$ cat src/hdl/cfd_pkg.sv
// ----------------------------------------------------------------------------
// cfd_pkg: shared types and constants for the serial frame deframer
// Frame bytes, window sizing and the result record.
// ----------------------------------------------------------------------------
package cfd_pkg;

	localparam int WIN_DEPTH = 17;                  // bytes held by the search window
	localparam int RAM_DEPTH = 32;                  // circular store, power of two
	localparam int PTR_W     = $clog2(RAM_DEPTH);
	localparam int CNT_W     = $clog2(WIN_DEPTH + 1);
	localparam int OFF_W     = PTR_W + 1;           // offsets plus frame length
	localparam int TDATA_W   = 80;

	localparam logic [7:0] HDR0       = 8'h41;
	localparam logic [7:0] HDR1       = 8'h54;
	localparam logic [7:0] TAIL0      = 8'h0D;
	localparam logic [7:0] TAIL1      = 8'h0A;
	localparam logic [7:0] ID_REJECT  = 8'h04;
	localparam logic [7:0] MAX_DLC    = 8'd8;
	localparam logic [3:0] FRAME_OVHD = 4'd9;        // header, id, length, tail

	typedef struct packed {
		logic [7:0][7:0] data;
		logic [3:0]      data_length;
		logic [10:0]     can_id;
	} result_t;

endpackage

$ cat src/hdl/cfd_ram.sv
// ----------------------------------------------------------------------------
// cfd_ram: generic simple dual-port RAM
// One write port, one read port, read data registered.
// ----------------------------------------------------------------------------
module cfd_ram #(
	parameter int WIDTH = 8,
	parameter int DEPTH = 32
) (
	input  logic                     clk,
	input  logic                     we,
	input  logic [$clog2(DEPTH)-1:0] waddr,
	input  logic [WIDTH-1:0]         wdata,
	input  logic [$clog2(DEPTH)-1:0] raddr,
	output logic [WIDTH-1:0]         rdata
);

	logic [WIDTH-1:0] mem [DEPTH];

	always_ff @(posedge clk) begin
		if (we) begin
			mem[waddr] <= wdata;
		end
		rdata <= mem[raddr];
	end

endmodule

$ cat src/hdl/cfd_out.sv
// ----------------------------------------------------------------------------
// cfd_out: result output register
// Holds one decoded frame until the downstream side takes it.
// ----------------------------------------------------------------------------
module cfd_out (
	input  logic                          clk,
	input  logic                          arst_n,
	input  logic                          push,
	input  cfd_pkg::result_t              result,
	output logic                          out_free,
	output logic                          m_tvalid,
	input  logic                          m_tready,
	output logic [cfd_pkg::TDATA_W-1:0]   m_tdata
);

	logic             valid_q;
	cfd_pkg::result_t result_q;

	assign out_free = !valid_q || m_tready;
	assign m_tvalid = valid_q;
	assign m_tdata  = {1'b0, result_q};

	always_ff @(posedge clk or negedge arst_n) begin
		if (!arst_n) begin
			valid_q <= 1'b0;
		end else if (out_free) begin
			valid_q <= push;
		end
	end

	always_ff @(posedge clk) begin
		if (push && out_free) begin
			result_q <= result;
		end
	end

endmodule

$ cat src/hdl/cfd_scanner.sv
// ----------------------------------------------------------------------------
// cfd_scanner: window store sequencer
// Appends bytes to a circular window in RAM and walks it one byte per cycle
// for the first complete, waiting or lone candidate; a busy output holds it.
// ----------------------------------------------------------------------------
module cfd_scanner (
	input  logic                clk,
	input  logic                arst_n,
	input  logic                s_tvalid,
	output logic                s_tready,
	input  logic [7:0]          s_tdata,
	input  logic                out_free,
	output logic                push,
	output cfd_pkg::result_t    result
);

	typedef enum logic [3:0] {
		IDLE, START, H0, H1, ID, LEN, T0, T1, C2, C3, DAT, EMIT
	} state_t;

	localparam logic [cfd_pkg::CNT_W-1:0] WIN_FULL = cfd_pkg::CNT_W'(cfd_pkg::WIN_DEPTH);

	state_t                        state_q, state_d;
	logic [cfd_pkg::PTR_W-1:0]     head_q, head_d;
	logic [cfd_pkg::CNT_W-1:0]     count_q, count_d;
	logic [cfd_pkg::PTR_W-1:0]     i_q, i_d;
	logic [cfd_pkg::PTR_W-1:0]     fl_q, fl_d;
	logic [3:0]                    dlc_q, dlc_d;
	logic [2:0]                    k_q, k_d;
	logic [7:0]                    id_hi_q, id_hi_d;
	logic [10:0]                   can_id_q, can_id_d;
	logic [7:0][7:0]               data_q, data_d;

	logic                          we;
	logic [cfd_pkg::PTR_W-1:0]     waddr;
	logic [cfd_pkg::OFF_W-1:0]     rd_off;
	logic [cfd_pkg::PTR_W-1:0]     raddr;
	logic [7:0]                    rd_data;
	logic                          adv, fin;

	logic [cfd_pkg::OFF_W-1:0]     i6, n6, end6, fl_new;

	assign i6     = {1'b0, i_q};
	assign n6     = cfd_pkg::OFF_W'(count_q);
	assign end6   = i6 + cfd_pkg::OFF_W'(fl_q);
	assign fl_new = cfd_pkg::OFF_W'(cfd_pkg::FRAME_OVHD) + cfd_pkg::OFF_W'(rd_data[3:0]);
	assign raddr  = head_q + rd_off[cfd_pkg::PTR_W-1:0];

	assign s_tready = (state_q == IDLE);

	assign result = {data_q, dlc_q, can_id_q};

	cfd_ram #(
		.WIDTH(8),
		.DEPTH(cfd_pkg::RAM_DEPTH)
	) u_win (
		.clk  (clk),
		.we   (we),
		.waddr(waddr),
		.wdata(s_tdata),
		.raddr(raddr),
		.rdata(rd_data)
	);

	always_comb begin
		state_d  = state_q;
		head_d   = head_q;
		count_d  = count_q;
		i_d      = i_q;
		fl_d     = fl_q;
		dlc_d    = dlc_q;
		k_d      = k_q;
		id_hi_d  = id_hi_q;
		can_id_d = can_id_q;
		data_d   = data_q;
		we       = 1'b0;
		waddr    = head_q + cfd_pkg::PTR_W'(count_q);
		rd_off   = '0;
		push     = 1'b0;
		adv      = 1'b0;
		fin      = 1'b0;

		unique case (state_q)
			IDLE: begin
				if (s_tvalid) begin
					we  = 1'b1;
					i_d = '0;
					if (count_q == WIN_FULL) begin
						head_d = head_q + 1'b1;     // never reached at this depth
					end else begin
						count_d = count_q + 1'b1;
					end
					state_d = START;
				end
			end
			START: begin
				rd_off  = i6;
				state_d = H0;
			end
			H0: begin
				if (rd_data == cfd_pkg::HDR0) begin
					if (i6 + 1'b1 >= n6) begin
						fin = 1'b1;                 // lone header byte at the end
					end else begin
						rd_off  = i6 + 1'b1;
						state_d = H1;
					end
				end else if (i6 + 1'b1 >= n6) begin
					count_d = '0;
					state_d = IDLE;
				end else begin
					adv = 1'b1;
				end
			end
			H1: begin
				if (rd_data != cfd_pkg::HDR1) begin
					adv = 1'b1;
				end else if (i6 + 6'd8 >= n6) begin
					fin = 1'b1;
				end else begin
					rd_off  = i6 + 6'd5;
					state_d = ID;
				end
			end
			ID: begin
				if ((rd_data & cfd_pkg::ID_REJECT) != 8'd0) begin
					adv = 1'b1;
				end else begin
					rd_off  = i6 + 6'd6;
					state_d = LEN;
				end
			end
			LEN: begin
				if (rd_data > cfd_pkg::MAX_DLC) begin
					adv = 1'b1;
				end else if (i6 + fl_new > n6) begin
					fin = 1'b1;
				end else begin
					fl_d    = fl_new[cfd_pkg::PTR_W-1:0];
					dlc_d   = rd_data[3:0];
					rd_off  = i6 + fl_new - 6'd2;
					state_d = T0;
				end
			end
			T0: begin
				if (rd_data != cfd_pkg::TAIL0) begin
					adv = 1'b1;
				end else begin
					rd_off  = end6 - 6'd1;
					state_d = T1;
				end
			end
			T1: begin
				if (rd_data != cfd_pkg::TAIL1) begin
					adv = 1'b1;
				end else begin
					data_d  = '0;
					rd_off  = i6 + 6'd2;
					state_d = C2;
				end
			end
			C2: begin
				id_hi_d = rd_data;
				rd_off  = i6 + 6'd3;
				state_d = C3;
			end
			C3: begin
				can_id_d = {id_hi_q, rd_data[7:5]};
				if (dlc_q == 4'd0) begin
					state_d = EMIT;
				end else begin
					k_d     = '0;
					rd_off  = i6 + 6'd7;
					state_d = DAT;
				end
			end
			DAT: begin
				data_d[k_q] = rd_data;
				if ({1'b0, k_q} + 4'd1 == dlc_q) begin
					state_d = EMIT;
				end else begin
					k_d     = k_q + 1'b1;
					rd_off  = i6 + 6'd8 + cfd_pkg::OFF_W'(k_q);
					state_d = DAT;
				end
			end
			EMIT: begin
				if (out_free) begin
					push    = 1'b1;
					// drop the frame and everything before it, rescan from the front
					rd_off  = end6;
					head_d  = head_q + end6[cfd_pkg::PTR_W-1:0];
					count_d = count_q - end6[cfd_pkg::CNT_W-1:0];
					i_d     = '0;
					if (n6 == end6) begin
						state_d = IDLE;
					end else begin
						state_d = H0;
					end
				end
			end
			default: state_d = IDLE;
		endcase

		// rejected or non-header byte: next candidate one byte further on
		if (adv) begin
			i_d     = i_q + 1'b1;
			rd_off  = i6 + 1'b1;
			state_d = H0;
		end
		// candidate still waiting: trim the window so it starts there
		if (fin) begin
			head_d  = head_q + i_q;
			count_d = count_q - cfd_pkg::CNT_W'(i_q);
			state_d = IDLE;
		end
	end

	always_ff @(posedge clk or negedge arst_n) begin
		if (!arst_n) begin
			state_q  <= IDLE;
			head_q   <= '0;
			count_q  <= '0;
			i_q      <= '0;
			fl_q     <= '0;
			dlc_q    <= '0;
			k_q      <= '0;
			id_hi_q  <= '0;
			can_id_q <= '0;
			data_q   <= '0;
		end else begin
			state_q  <= state_d;
			head_q   <= head_d;
			count_q  <= count_d;
			i_q      <= i_d;
			fl_q     <= fl_d;
			dlc_q    <= dlc_d;
			k_q      <= k_d;
			id_hi_q  <= id_hi_d;
			can_id_q <= can_id_d;
			data_q   <= data_d;
		end
	end

endmodule

$ cat src/hdl/can_serial_frame_deframer.sv
// Flow: a byte is written in its accept cycle, then the window is walked at one RAM read
// per cycle, pausing while a result waits; a frame at the window front is checked at its header,
// id, length and tail, then its id and data bytes are read out, and m_tvalid rises once the output
// register takes it. No new byte is accepted until the walk after the last one ends; the single
// RAM read port sets this. A held result stalls the input when a new frame is ready, until taken.
// Reset: asynchronous, empties the window and the output register; RAM is not cleared.
// ----------------------------------------------------------------------------
// can_serial_frame_deframer
// Finds adapter frames in a serial byte stream and outputs id, length, data.
// ----------------------------------------------------------------------------
module can_serial_frame_deframer (
	input  logic                          clk,
	input  logic                          arst_n,
	input  logic                          s_tvalid,
	output logic                          s_tready,
	input  logic [7:0]                    s_tdata,   // [7:0] rx_byte
	output logic                          m_tvalid,
	input  logic                          m_tready,
	output logic [cfd_pkg::TDATA_W-1:0]   m_tdata    // [10:0] can_id, [14:11] data_length,
	                                                 // [22:15] data_0 .. [78:71] data_7, [79] 0
);

	logic             out_free;
	logic             push;
	cfd_pkg::result_t result;

	cfd_scanner u_scan (
		.clk     (clk),
		.arst_n  (arst_n),
		.s_tvalid(s_tvalid),
		.s_tready(s_tready),
		.s_tdata (s_tdata),
		.out_free(out_free),
		.push    (push),
		.result  (result)
	);

	cfd_out u_out (
		.clk     (clk),
		.arst_n  (arst_n),
		.push    (push),
		.result  (result),
		.out_free(out_free),
		.m_tvalid(m_tvalid),
		.m_tready(m_tready),
		.m_tdata (m_tdata)
	);

endmodule

$ cat config.mk
export PLATFORM = sky130hd
export DESIGN_NAME = can_serial_frame_deframer
export DESIGN_NICKNAME = d
export VERILOG_FILES = /design/src/hdl/cfd_pkg.sv /design/src/hdl/cfd_ram.sv /design/src/hdl/cfd_out.sv /design/src/hdl/cfd_scanner.sv /design/src/hdl/can_serial_frame_deframer.sv
export SDC_FILE = /design/constraint.sdc
export NUM_CORES = 1
export LEC_CHECK = 0
export BUFFER_PORTS_ARGS = -buffer_cell sky130_fd_sc_hd__buf_2
export CAP_MARGIN = 40
export CELL_PAD_IN_SITES_DETAIL_PLACEMENT = 0
export CELL_PAD_IN_SITES_GLOBAL_PLACEMENT = 2
export CORE_MARGIN = 3
export CORE_UTILIZATION = 45
export DETAILED_ROUTE_END_ITERATION = 16
export GPL_ROUTABILITY_DRIVEN = 0
export GPL_TIMING_DRIVEN = 0
export PLACE_DENSITY_LB_ADDON = 0.1
export SYNTH_ARGS = -nofsm -noshare
export SYNTH_HDL_FRONTEND = slang
export SYNTH_HIERARCHICAL = 1
export SYNTH_SLANG_ARGS = --single-unit
$ cat constraint.sdc
create_clock -name clk -period 6.7 [get_ports clk]
set_input_delay 0.335 -clock clk [delete_from_list [all_inputs] [get_ports clk]]
set_output_delay 0.335 -clock clk [all_outputs]
set_load 0.01 [all_outputs]
==> results.sh, run 1 <==
export IMPL_run_status="completed"
export IMPL_critical_path_required_ns=7.14
export IMPL_ys_flop_type="edfxtp_1"
export IMPL_syn_to_final_growth_pct=14.8
export IMPL_clkLatencyLatePin_ns=0.58
export IMPL_row_count=76
export IMPL_core_area_um2=43600
export IMPL_path_clk_slew_ns=0.06
export IMPL_wl_mm=49.1
export IMPL_drv_slew=0
export IMPL_drc=0
export IMPL_grt_use_total_pct=21.1
export IMPL_syn_inst=1258
export IMPL_synth_area_leader_cell="edfxtp_1"
export IMPL_crit_type="reg -> reg"
export IMPL_dpl_hpwl_mm=34.0
export IMPL_root_buffer="clkbuf_16"
export IMPL_portBuffers=92
export IMPL_power_total_uw=12400
export IMPL_die_h_um=217
export IMPL_grt_pass1_wl_mm=74.3
export IMPL_initial_utilization_pct=46.1
export IMPL_synthArstFlopShare_pct=25.1
export IMPL_period_minus_slack_ns=6.36
export IMPL_crit_path_start_kind="flip-flop"
export IMPL_powerDensity_nw_per_um2=539
export IMPL_synth_top_area_share_pct=50.1
export IMPL_multi_input_area_um2=6640
export IMPL_setup_viol=0
export IMPL_timing_fmax_mhz=157
export IMPL_seq_area_um2=13100
export IMPL_grt_pass1_vias=11604
export IMPL_synth_edf_count=335
export IMPL_cts_sinks=458
export IMPL_first_iter_violations=919
export IMPL_die_width_um=217
export IMPL_n_fill_cell=3616
export IMPL_hold_class="in -> reg"
export IMPL_ys_top_cells_by_area="edfxtp_1, dfrtp_1, mux4_2, ha_1, a22o_1"
export IMPL_cts_tree="yes"
export IMPL_min_period_over_period_pct=94.9
export IMPL_cp_max_fo=10
export IMPL_endpoint_kind="flip-flop"
export IMPL_arrival_ns=6.80
export IMPL_h_tree_depth=2
export IMPL_final_core_util_pct=52.9
export IMPL_grt_overflow=0
export IMPL_max_cap_violations=0
export IMPL_total_leakage_power_uw=0.00850
export IMPL_grt_max_degree=91
export IMPL_cts_buffer_depth=3
export IMPL_layout_drive_gt1_share_pct=24.2
export IMPL_hold_viol=0
export IMPL_ant_nets=0
export IMPL_clock_skew_ns=0.0196
export IMPL_antenna_found_initial=0
export IMPL_synth_most_common_cell="edfxtp_1"
export IMPL_drtPass1Iterations=7
export IMPL_rsz0062_at_grt="false"
export IMPL_seq_area_frac_synth_pct=65.3
export IMPL_synth_avg_cell_area_um2=15.9
export IMPL_via_count=11500
export IMPL_layout_nets=1500
export IMPL_cts_buffers=48
export IMPL_io_pins=94
export IMPL_yosysWarnings=6
export IMPL_ir_worst_vdd_mv=0.468
export IMPL_worstMarginPinSlew_ns=1.10
export IMPL_syn_cell_area_um2=20100
export IMPL_ys_ff_latch=458
export IMPL_syn_nets=1345
export IMPL_synth_cell_types=81
export IMPL_viasPerCell=5.65
export IMPL_maxSlewHeadroom_pct=26.7
export IMPL_dieArea_um2=47200
export IMPL_wl_per_cell_um=24.2
export IMPL_synth_cells_most_frequent="edfxtp_1, dfrtp_1, mux4_2, nand2_1, nor2_1"
export IMPL_diodes=0
through the flow:
| stage | setup WS, ns | instance area (µm²) | setup TNS, ns | cells | hold slack [ns] |
|---|---|---|---|---|---|
| after CTS | 0.0272 | 23000 | 0 | 2030 | 0.0769 |
| after global placement | -1.40 | 21300 | -11.04 | 1935 | 0.428 |
| after global routing | 0.0209 | 23000 | 0 | 2034 | 0.104 |
| after floorplan | 0.596 | 20100 | 0 | 1258 | 0.0394 |
| final | 0.344 | 23000 | 0 | 2034 | 0.101 |
| after detailed placement | -1.39 | 21400 | -10.93 | 1945 | 0.239 |
critical path, cell delays in order, from the launching register on:
cell and delay (ns):
dfxtp_1 0.38, clkbuf_4 0.26, inv_1 0.17, ha_1 0.40, ha_1 0.32, a21o_1 0.20, a21oi_2 0.18, xnor2_1 0.19
ha_1 0.29, and4_1 0.21, a21oi_2 0.18, o31ai_4 0.15, and3_4 0.27, a221oi_4 0.35, o22ai_1 0.13, ha_1 0.21
fa_1 0.40, xor2_1 0.16, buf_2 0.27, buf_4 0.27, mux4_2 0.37, mux4_2 0.53, mux2_2 0.31
cells by family after synthesis:
group / after synthesis / share of synthesized area, %
buffers and inverters: 87 / 1.98
DFF: 458 / 65.3
other: 1 / 0.0187
and+or+nand+nor: 252 / 6.49
muxes: 113 / 10.8
xor gates and xnor gates: 50 / 2.25
adders and majority gates: 75 / 5.01
AOI/OAI and AO/OA: 222 / 8.16
layout by cell type, fill, tap and decap left out, types with 5 or more instances in the layout:
cell type  count
nand3b_1       7
nand4_1        6
nor2b_1        5
dfxtp_1        8
buf_4         16
xor2_1        15
dfrtp_1      115
clkbuf_16     49
nand2_1       69
and3_1         5
fa_1           9
nand3_1       15
nor2_1        69
and2_1         5
clkbuf_4       5
nand2b_1      11
buf_2        100
inv_1         34
a22o_1        66
a21oi_1       36
o22ai_1        9
a21o_1        16
a211oi_1       6
edfxtp_1     335
clkinv_1       8
o21ai_0       31
xnor2_1       34
mux2_2        29
clkinv_2       8
clkbuf_1      30
ha_1          66
nor4_1         7
mux4_2        80
a31oi_1        6
nor3_1        12
layer usage:
metal	global-route usage, %	vias to the layer above	part of all wire, %
met5	0	-	0
met4	6.22	0	2.6
met3	3.11	78	4.3
met2	35.3	290	50
met1	29.1	5883	43
li1	-	5249	-
final timing paths:
| check | start | endpoint | slack, ns | cells after the start |
|---|---|---|---|---|
| worst max-delay path | u_scan/u_win/rdata[0] | u_scan/u_win/rdata[0] | 0.34 | 22 |
| worst max register to register | u_scan/u_win/rdata[0] | u_scan/u_win/rdata[0] | 0.34 | 22 |
| max in group asynchronous | arst_n | u_scan/result[40] | 5.72 | 3 |
| worst min-delay path | m_tready | u_out/m_tvalid | 0.10 | 3 |
| worst min register to register | u_scan/can_id_q[8] | u_out/m_tdata[8] | 0.44 | 0 |
| min in group asynchronous | arst_n | u_scan/count_q[1] | 0.20 | 2 |
registers in the layout, indices dropped and copies added, names as in the netlist:
register            flops
u_scan/state_q          4
u_out/m_tdata          79
u_scan/count_q          5
u_out/m_tvalid          1
u_scan/fl_q             5
u_scan/k_q              3
u_scan/i_q              5
u_scan/head_q           5
u_scan/can_id_q        11
u_scan/u_win/rdata      8
u_scan/dlc_q            4
u_scan/u_win/mem      256
u_scan/id_hi_q          8
u_scan/result          64
power by group:
group | total, µW | internal [µW] | switching, µW
logic | 6430 | 2950 | 3480
registers | 3460 | 3290 | 168
clock network | 2530 | 1460 | 1080
area by class of cell:
| type | count | area share [%] |
|---|---|---|
| clock inverters | 24 | 0.837 |
| repair buffers | 107 | 2.77 |
| clock buffers | 62 | 5.67 |
| plain buffers | 50 | 1.27 |
| inverters | 35 | 0.570 |
| multi-input cells | 713 | 28.8 |
| flip-flops and latches | 458 | 56.9 |
| well taps | 585 | 3.18 |
timing repair:
item / CTS / global route
hold buffers: 1 / 0
endpoints found under the hold margin: 25 / 0
setup endpoints to repair: 8 / 8
pin swaps: 1 / 1
buffers inserted: 0 / 4
resized for setup: 23 / 16
(Power assumes the default switching activity.)
==> inputs of run 2 (changes only) <==
--- a/config.mk
+++ b/config.mk
@@ -15,6 +15,7 @@
 export GPL_ROUTABILITY_DRIVEN = 0
 export GPL_TIMING_DRIVEN = 0
 export PLACE_DENSITY_LB_ADDON = 0.1
+export RECOVER_POWER = 100
 export SYNTH_ARGS = -nofsm -noshare
 export SYNTH_HDL_FRONTEND = slang
 export SYNTH_HIERARCHICAL = 1
==> run 2 against run 1 <==
Against the previous run:
- the run now ends with capacitance limit, slew limit left
- sequential power about the same
- wire length up 0.25%
- final cell count unchanged
- hold slack worse by 0.0040 ns
- largest cell class unchanged
- setup slack worse by 0.013 ns
- critical path type unchanged
==> results.sh, run 2 (synthesized netlist as in run 1, its figures left out) <==
export IMPL_run_status="complete, but fails checks"
export IMPL_violations="capacitance limit, slew limit"
export IMPL_p_int_uw=7680
export IMPL_switching_share_pct=38.1
export IMPL_r2r_cells=22
export IMPL_grt_pass1_vias=11604
export IMPL_hold_class="in -> reg"
export IMPL_viasPerCell=5.66
export IMPL_grt_max_degree=91
export IMPL_dieArea_um2=47200
export IMPL_layout_setup_ws_ns=0.332
export IMPL_worstMarginPinSlew_ns=4.01
export IMPL_ir_worst_vdd_mv=0.469
export IMPL_top_register="u_scan/u_win/mem"
export IMPL_crit_path_start_kind="flip-flop"
export IMPL_root_buffer="clkbuf_16"
export IMPL_layout_drive_gt1_share_pct=17.2
export IMPL_final_cell_mix="edfxtp_1, clkbuf_1, dfrtp_1"
export IMPL_finalSetupTns_ns=0
export IMPL_critPathMostFrequentCell="ha_1"
export IMPL_first_iter_violations=957
export IMPL_via_count=11515
export IMPL_row_count=76
export IMPL_cts_tree="yes"
export IMPL_cp_top_family="adder cells"
export IMPL_largest_register_ffs=256
export IMPL_grt_pass1_wl_mm=74.3
export IMPL_io_pins=94
export IMPL_setup_viol=0
export IMPL_hold_path_end="u_out/m_tvalid"
export IMPL_worstHoldPathCells=3
export IMPL_rrSetupSlack_ns=0.33
export IMPL_grt_use_total_pct=21.1
export IMPL_cts_sinks=458
export IMPL_place_ws_ns=-1.39
export IMPL_p_seq_share_pct=27.9
export IMPL_period_minus_slack_ns=6.37
export IMPL_crit_slowest_cell="mux4_2"
export IMPL_drtPass1Iterations=5
export IMPL_clkLatencyLatePin_ns=0.58
export IMPL_rsz0062_at_grt="false"
export IMPL_cp_max_fo=10
export IMPL_timing_fmax_mhz=157
export IMPL_cts_buffer_depth=3
export IMPL_layout_nets=1500
export IMPL_portBuffers=92
export IMPL_die_width_um=217
export IMPL_syn_to_final_growth_pct=13.8
export IMPL_grt_overflow=0
export IMPL_final_common_cell="edfxtp_1"
export IMPL_cp_cell_sequence="clkbuf_4 -> inv_1 -> ha_1 -> ha_1 -> a21o_1 -> a21oi_2 -> xnor2_1 -> ha_1 -> and4_1 -> a21oi_2 -> o31ai_4 -> and3_4 -> a221oi_4 -> o22ai_1 -> ha_1 -> fa_1 -> xor2_1 -> buf_2 -> buf_4 -> mux4_2 -> mux4_2 -> mux2_2"
export IMPL_initial_utilization_pct=46.1
export IMPL_dpl_hpwl_mm=34.0
export IMPL_min_period_over_period_pct=95.0
export IMPL_power_share_combinational_pct=51.7
export IMPL_diodes=0
export IMPL_h_tree_depth=2
export IMPL_critPathBufInv=4
export IMPL_clkPwrFrac_pct=20.4
export IMPL_cp_slowest_stage_delay_ns=0.53
export IMPL_cts_buffers=48
export IMPL_core_area_um2=43600
export IMPL_path_clk_slew_ns=0.06
export IMPL_arrival_ns=6.81
export IMPL_total_leakage_power_uw=0.00831
export IMPL_critical_path_required_ns=7.14
export IMPL_final_core_util_pct=52.4
export IMPL_die_h_um=217
export IMPL_power_switching_uw=4720
export IMPL_endpoint_kind="flip-flop"
export IMPL_drc=0
export IMPL_maxSlewHeadroom_pct=-168
export IMPL_wl_mm=49.3
export IMPL_antenna_found_initial=0
export IMPL_ant_nets=0
export IMPL_worstReg2RegStart="u_scan/u_win/rdata[0]"
export IMPL_dp_cells=1945
export IMPL_crit_type="reg -> reg"
export IMPL_drv_slew=365
export IMPL_hold_viol=0
export IMPL_wl_per_cell_um=24.2
export IMPL_hold_start="m_tready"
export IMPL_final_cells=2034
export IMPL_regToRegEndpoint="u_scan/u_win/rdata[0]"
export IMPL_powerDensity_nw_per_um2=543
export IMPL_clock_skew_ns=0.0180
export IMPL_max_cap_violations=9
-- run 2: cell count changes in the layout (fill, tap and decap cells not counted), sizes merged --
cell	change
clkdlybuf4s25	+1
clkdlybuf4s18	-1
clkbuf	+92
dlymetal6s4s	+1
buf	-93
-- run 2: repair_timing --
action / 4_1_cts / 5_1_grt
endpoints found under the hold margin: 25 / 0
gates resized for setup: 23 / 16
endpoints found under the setup margin: 8 / 8
pin swaps: 1 / 1
hold buffers: 1 / 0
setup buffers: 0 / 4
-- run 2: how the worst max path moves through the flow --
stage / from / endpoint / slack (ns) / cells past startpoint
2_1_floorplan: u_scan/u_win/rdata[0] / u_scan/u_win/rdata[0] / 0.60 / 26
3_3_place_gp: u_scan/u_win/rdata[0] / u_scan/u_win/rdata[3] / -1.40 / 23
3_5_place_dp: u_scan/u_win/rdata[0] / u_scan/u_win/rdata[3] / -1.39 / 23
4_1_cts: u_scan/u_win/rdata[0] / u_scan/u_win/rdata[2] / 0.03 / 25
5_1_grt: u_scan/u_win/rdata[0] / u_scan/u_win/rdata[5] / 0.03 / 25
6_report: u_scan/u_win/rdata[0] / u_scan/u_win/rdata[0] / 0.33 / 22
-- run 2: area by class of cell --
cell class | count | area [µm²]
multi-input cells | 713 | 6620
fillers | 3686 | 20700
repair buffers | 107 | 480
plain buffers | 50 | 268
inverters | 35 | 131
flip-flops and latches | 458 | 13100
clock inverters | 24 | 193
well taps | 585 | 732
clock buffers | 62 | 1310
-- run 2: per-stage QoR --
stage / power (µW) / area [µm²] / hold WS (ns)
2_1_floorplan: 7860 / 20100 / 0.0394
3_3_place_gp: 9820 / 21300 / 0.428
3_5_place_dp: 9840 / 21400 / 0.239
4_1_cts: 12500 / 23000 / 0.0769
5_1_grt: 13100 / 22800 / 0.102
6_report: 12400 / 22800 / 0.0970
-- run 2: routing by layer --
metal  vias up  global-route usage, %  share of wire, %
li1       5253                      -                 -
met1      5900                   29.1                43
met2       284                   35.3                50
met3        78                   3.11               4.2
met4         0                   6.22               2.5
met5         -                      0                 0
-- run 2: tightest hold or removal path, cell delays in order --
cell	delay [ns]
buf_2	0.08
nand2b_4	0.14
nand2b_1	0.06
-- run 2: power groups by stage --
stage	clock network, µW	logic [µW]	registers, µW
floorplan	0	4400	3460
global placement	0	6290	3530
detailed placement	0	6330	3510
CTS	2610	6450	3460
global route	2720	6900	3490
finish	2530	6410	3460
==> inputs of run 3 (changes only) <==
--- a/config.mk
+++ b/config.mk
@@ -7,8 +7,9 @@
 export LEC_CHECK = 0
 export BUFFER_PORTS_ARGS = -buffer_cell sky130_fd_sc_hd__buf_2
 export CAP_MARGIN = 40
-export CELL_PAD_IN_SITES_DETAIL_PLACEMENT = 0
+export CELL_PAD_IN_SITES_DETAIL_PLACEMENT = 2
 export CELL_PAD_IN_SITES_GLOBAL_PLACEMENT = 2
+export CORE_ASPECT_RATIO = 2
 export CORE_MARGIN = 3
 export CORE_UTILIZATION = 45
 export DETAILED_ROUTE_END_ITERATION = 16
==> run 3 against run 2 <==
Against the previous run:
- the run still ends with capacitance limit, slew limit left
- critical endpoint is now u_scan/u_win/rdata[1]
- clock skew up 0.019 ns
- hold slack improved by 0.027 ns
- sequential power hardly changed
- largest cell class unchanged
==> results.sh, run 3 (synthesized netlist as in run 1, its figures left out) <==
export IMPL_cp_slowest_stage_delay_ns=0.57
export IMPL_final_cell_mix="edfxtp_1, clkbuf_1, dfrtp_1"
export IMPL_cts_tree="yes"
export IMPL_cts_buffer_depth=3
export IMPL_antenna_found_initial=0
export IMPL_wl_mm=62.4
export IMPL_worstMarginPinSlew_ns=4.15
export IMPL_powerDensity_nw_per_um2=561
export IMPL_cts_buffers=41
export IMPL_dpl_hpwl_mm=45.9
export IMPL_min_period_over_period_pct=96.7
export IMPL_cp_cell_sequence="clkbuf_2 -> clkbuf_2 -> nand3_1 -> xnor2_1 -> ha_1 -> a221o_1 -> a311oi_1 -> buf_2 -> a2111o_1 -> buf_2 -> o31ai_1 -> o21ai_1 -> fa_1 -> xor2_1 -> buf_2 -> clkbuf_4 -> mux4_2 -> mux4_2 -> mux2_2"
export IMPL_via_count=12141
export IMPL_setup_viol=0
export IMPL_io_pins=94
export IMPL_die_width_um=155
export IMPL_run_status="complete, but fails checks"
export IMPL_n_fill_cell=4062
export IMPL_initial_utilization_pct=45.8
export IMPL_critPathBufInv=6
export IMPL_ir_worst_vdd_mv=0.324
export IMPL_grt_pass1_vias=13918
export IMPL_violations="capacitance limit, slew limit"
export IMPL_largest_register_ffs=256
export IMPL_finalSetupTns_ns=0
export IMPL_endpoint_kind="flip-flop"
export IMPL_dieArea_um2=47300
export IMPL_diodes=0
export IMPL_final_common_cell="edfxtp_1"
export IMPL_grt_use_total_pct=26.6
export IMPL_critPathMostFrequentCell="buf_2"
export IMPL_first_iter_violations=750
export IMPL_timing_fmax_mhz=154
export IMPL_cts_sinks=458
export IMPL_clock_skew_ns=0.0368
export IMPL_power_total_uw=12800
export IMPL_maxSlewHeadroom_pct=-177
export IMPL_syn_to_final_growth_pct=13.8
export IMPL_hold_class="in -> reg"
export IMPL_period_minus_slack_ns=6.48
export IMPL_layout_drive_gt1_share_pct=18.1
export IMPL_path_clk_slew_ns=0.06
export IMPL_cp_max_fo=10
export IMPL_grt_overflow=0
export IMPL_hold_viol=0
export IMPL_grt_max_degree=91
export IMPL_max_cap_violations=6
export IMPL_drc=0
export IMPL_die_h_um=305
export IMPL_fin_area_um2=22800
export IMPL_cp_top_family="buffers and inverters"
export IMPL_arrival_ns=6.92
export IMPL_crit_slowest_cell="mux4_2"
export IMPL_top_register="u_scan/u_win/mem"
export IMPL_layout_nets=1504
export IMPL_ant_nets=0
export IMPL_drv_slew=287
export IMPL_core_area_um2=43800
export IMPL_critical_path_required_ns=7.14
export IMPL_viasPerCell=6.07
export IMPL_portBuffers=92
export IMPL_crit_path_start_kind="flip-flop"
export IMPL_clkLatencyLatePin_ns=0.57
export IMPL_post_dp_cell_area_um2=21400
export IMPL_total_leakage_power_uw=0.00833
export IMPL_crit_type="reg -> reg"
export IMPL_grt_pass1_wl_mm=92.6
export IMPL_row_count=108
export IMPL_drtPass1Iterations=4
export IMPL_wl_per_cell_um=31.2
export IMPL_rsz0062_at_grt="false"
export IMPL_h_tree_depth=2
export IMPL_root_buffer="clkbuf_16"
==> run 3: repair_timing <==
| item | in CTS | in global routing |
|---|---|---|
| gates resized for setup | 38 | 13 |
| endpoints found under the hold margin | 25 | 0 |
| pin swaps | 0 | 0 |
| cloned | 0 | 0 |
| hold buffers | 1 | 0 |
| setup endpoints to repair | 8 | 8 |
| setup buffers | 0 | 2 |
==> run 3: worst reg2reg max path: stages (launching register included) <==
cell	delay, ns
dfrtp_1	0.46
clkbuf_2	0.29
clkbuf_2	0.34
nand3_1	0.15
xnor2_1	0.40
ha_1	0.29
a221o_1	0.26
a311oi_1	0.07
buf_2	0.20
a2111o_1	0.51
buf_2	0.24
o31ai_1	0.42
o21ai_1	0.22
fa_1	0.48
xor2_1	0.17
buf_2	0.30
clkbuf_4	0.34
mux4_2	0.39
mux4_2	0.57
mux2_2	0.31
==> run 3: area by class of cell <==
cell class	instances	area [µm²]	share of cell area (%)
Sequential cell	458	13100	57.4
Timing Repair Buffer	118	558	2.44
Clock inverter	24	280	1.23
Inverter	35	135	0.592
Tap cell	550	688	3.01
Clock buffer	52	1130	4.95
Multi-Input combinational cell	713	6640	29.1
Buffer	50	297	1.30
==> run 3: final timing paths <==
kind	slack (ns)	cells past startpoint	from	to
max in group asynchronous	1.07	3	arst_n	u_scan/result[22]
worst max-delay path	0.22	19	u_scan/i_q[3]	u_scan/u_win/rdata[1]
worst min register to register	0.45	0	u_scan/can_id_q[9]	u_out/m_tdata[9]
worst max register to register	0.22	19	u_scan/i_q[3]	u_scan/u_win/rdata[1]
worst min-delay path	0.12	3	m_tready	u_out/m_tvalid
min in group asynchronous	0.75	2	arst_n	u_scan/count_q[1]
==> run 3: report_power, final <==
group / leakage [µW] / switching, µW / internal (µW) / total [µW]
Combinational: 0.00310 / 3830 / 3030 / 6850
Clock: 0.000686 / 1070 / 1400 / 2470
Sequential: 0.00454 / 202 / 3290 / 3490
Total: 0.00833 / 5100 / 7720 / 12800
==> run 3: through the flow <==
stage               setup WS [ns]  std cells  util, %  hold slack (ns)
global placement            -1.51       1900     48.4            0.429
detailed placement          -1.64       1921     49.0            0.242
finish                      0.220       2000     52.2            0.124
global route              0.00704       2000     52.2            0.115
CTS                        0.0397       1996     52.5            0.108
floorplan                   0.596       1258        -           0.0394
==> run 3: layer usage <==
| metal | up-vias | share of wire [%] | routed length (µm) | global-route usage (%) |
|---|---|---|---|---|
| met2 | 323 | 60 | 37100 | 54.0 |
| met1 | 6439 | 32 | 19700 | 25.4 |
| met5 | - | 0 | 0 | 0 |
| met3 | 161 | 2.7 | 1690 | 2.63 |
| met4 | 0 | 6.2 | 3880 | 13.7 |
| li1 | 5218 | - | - | - |
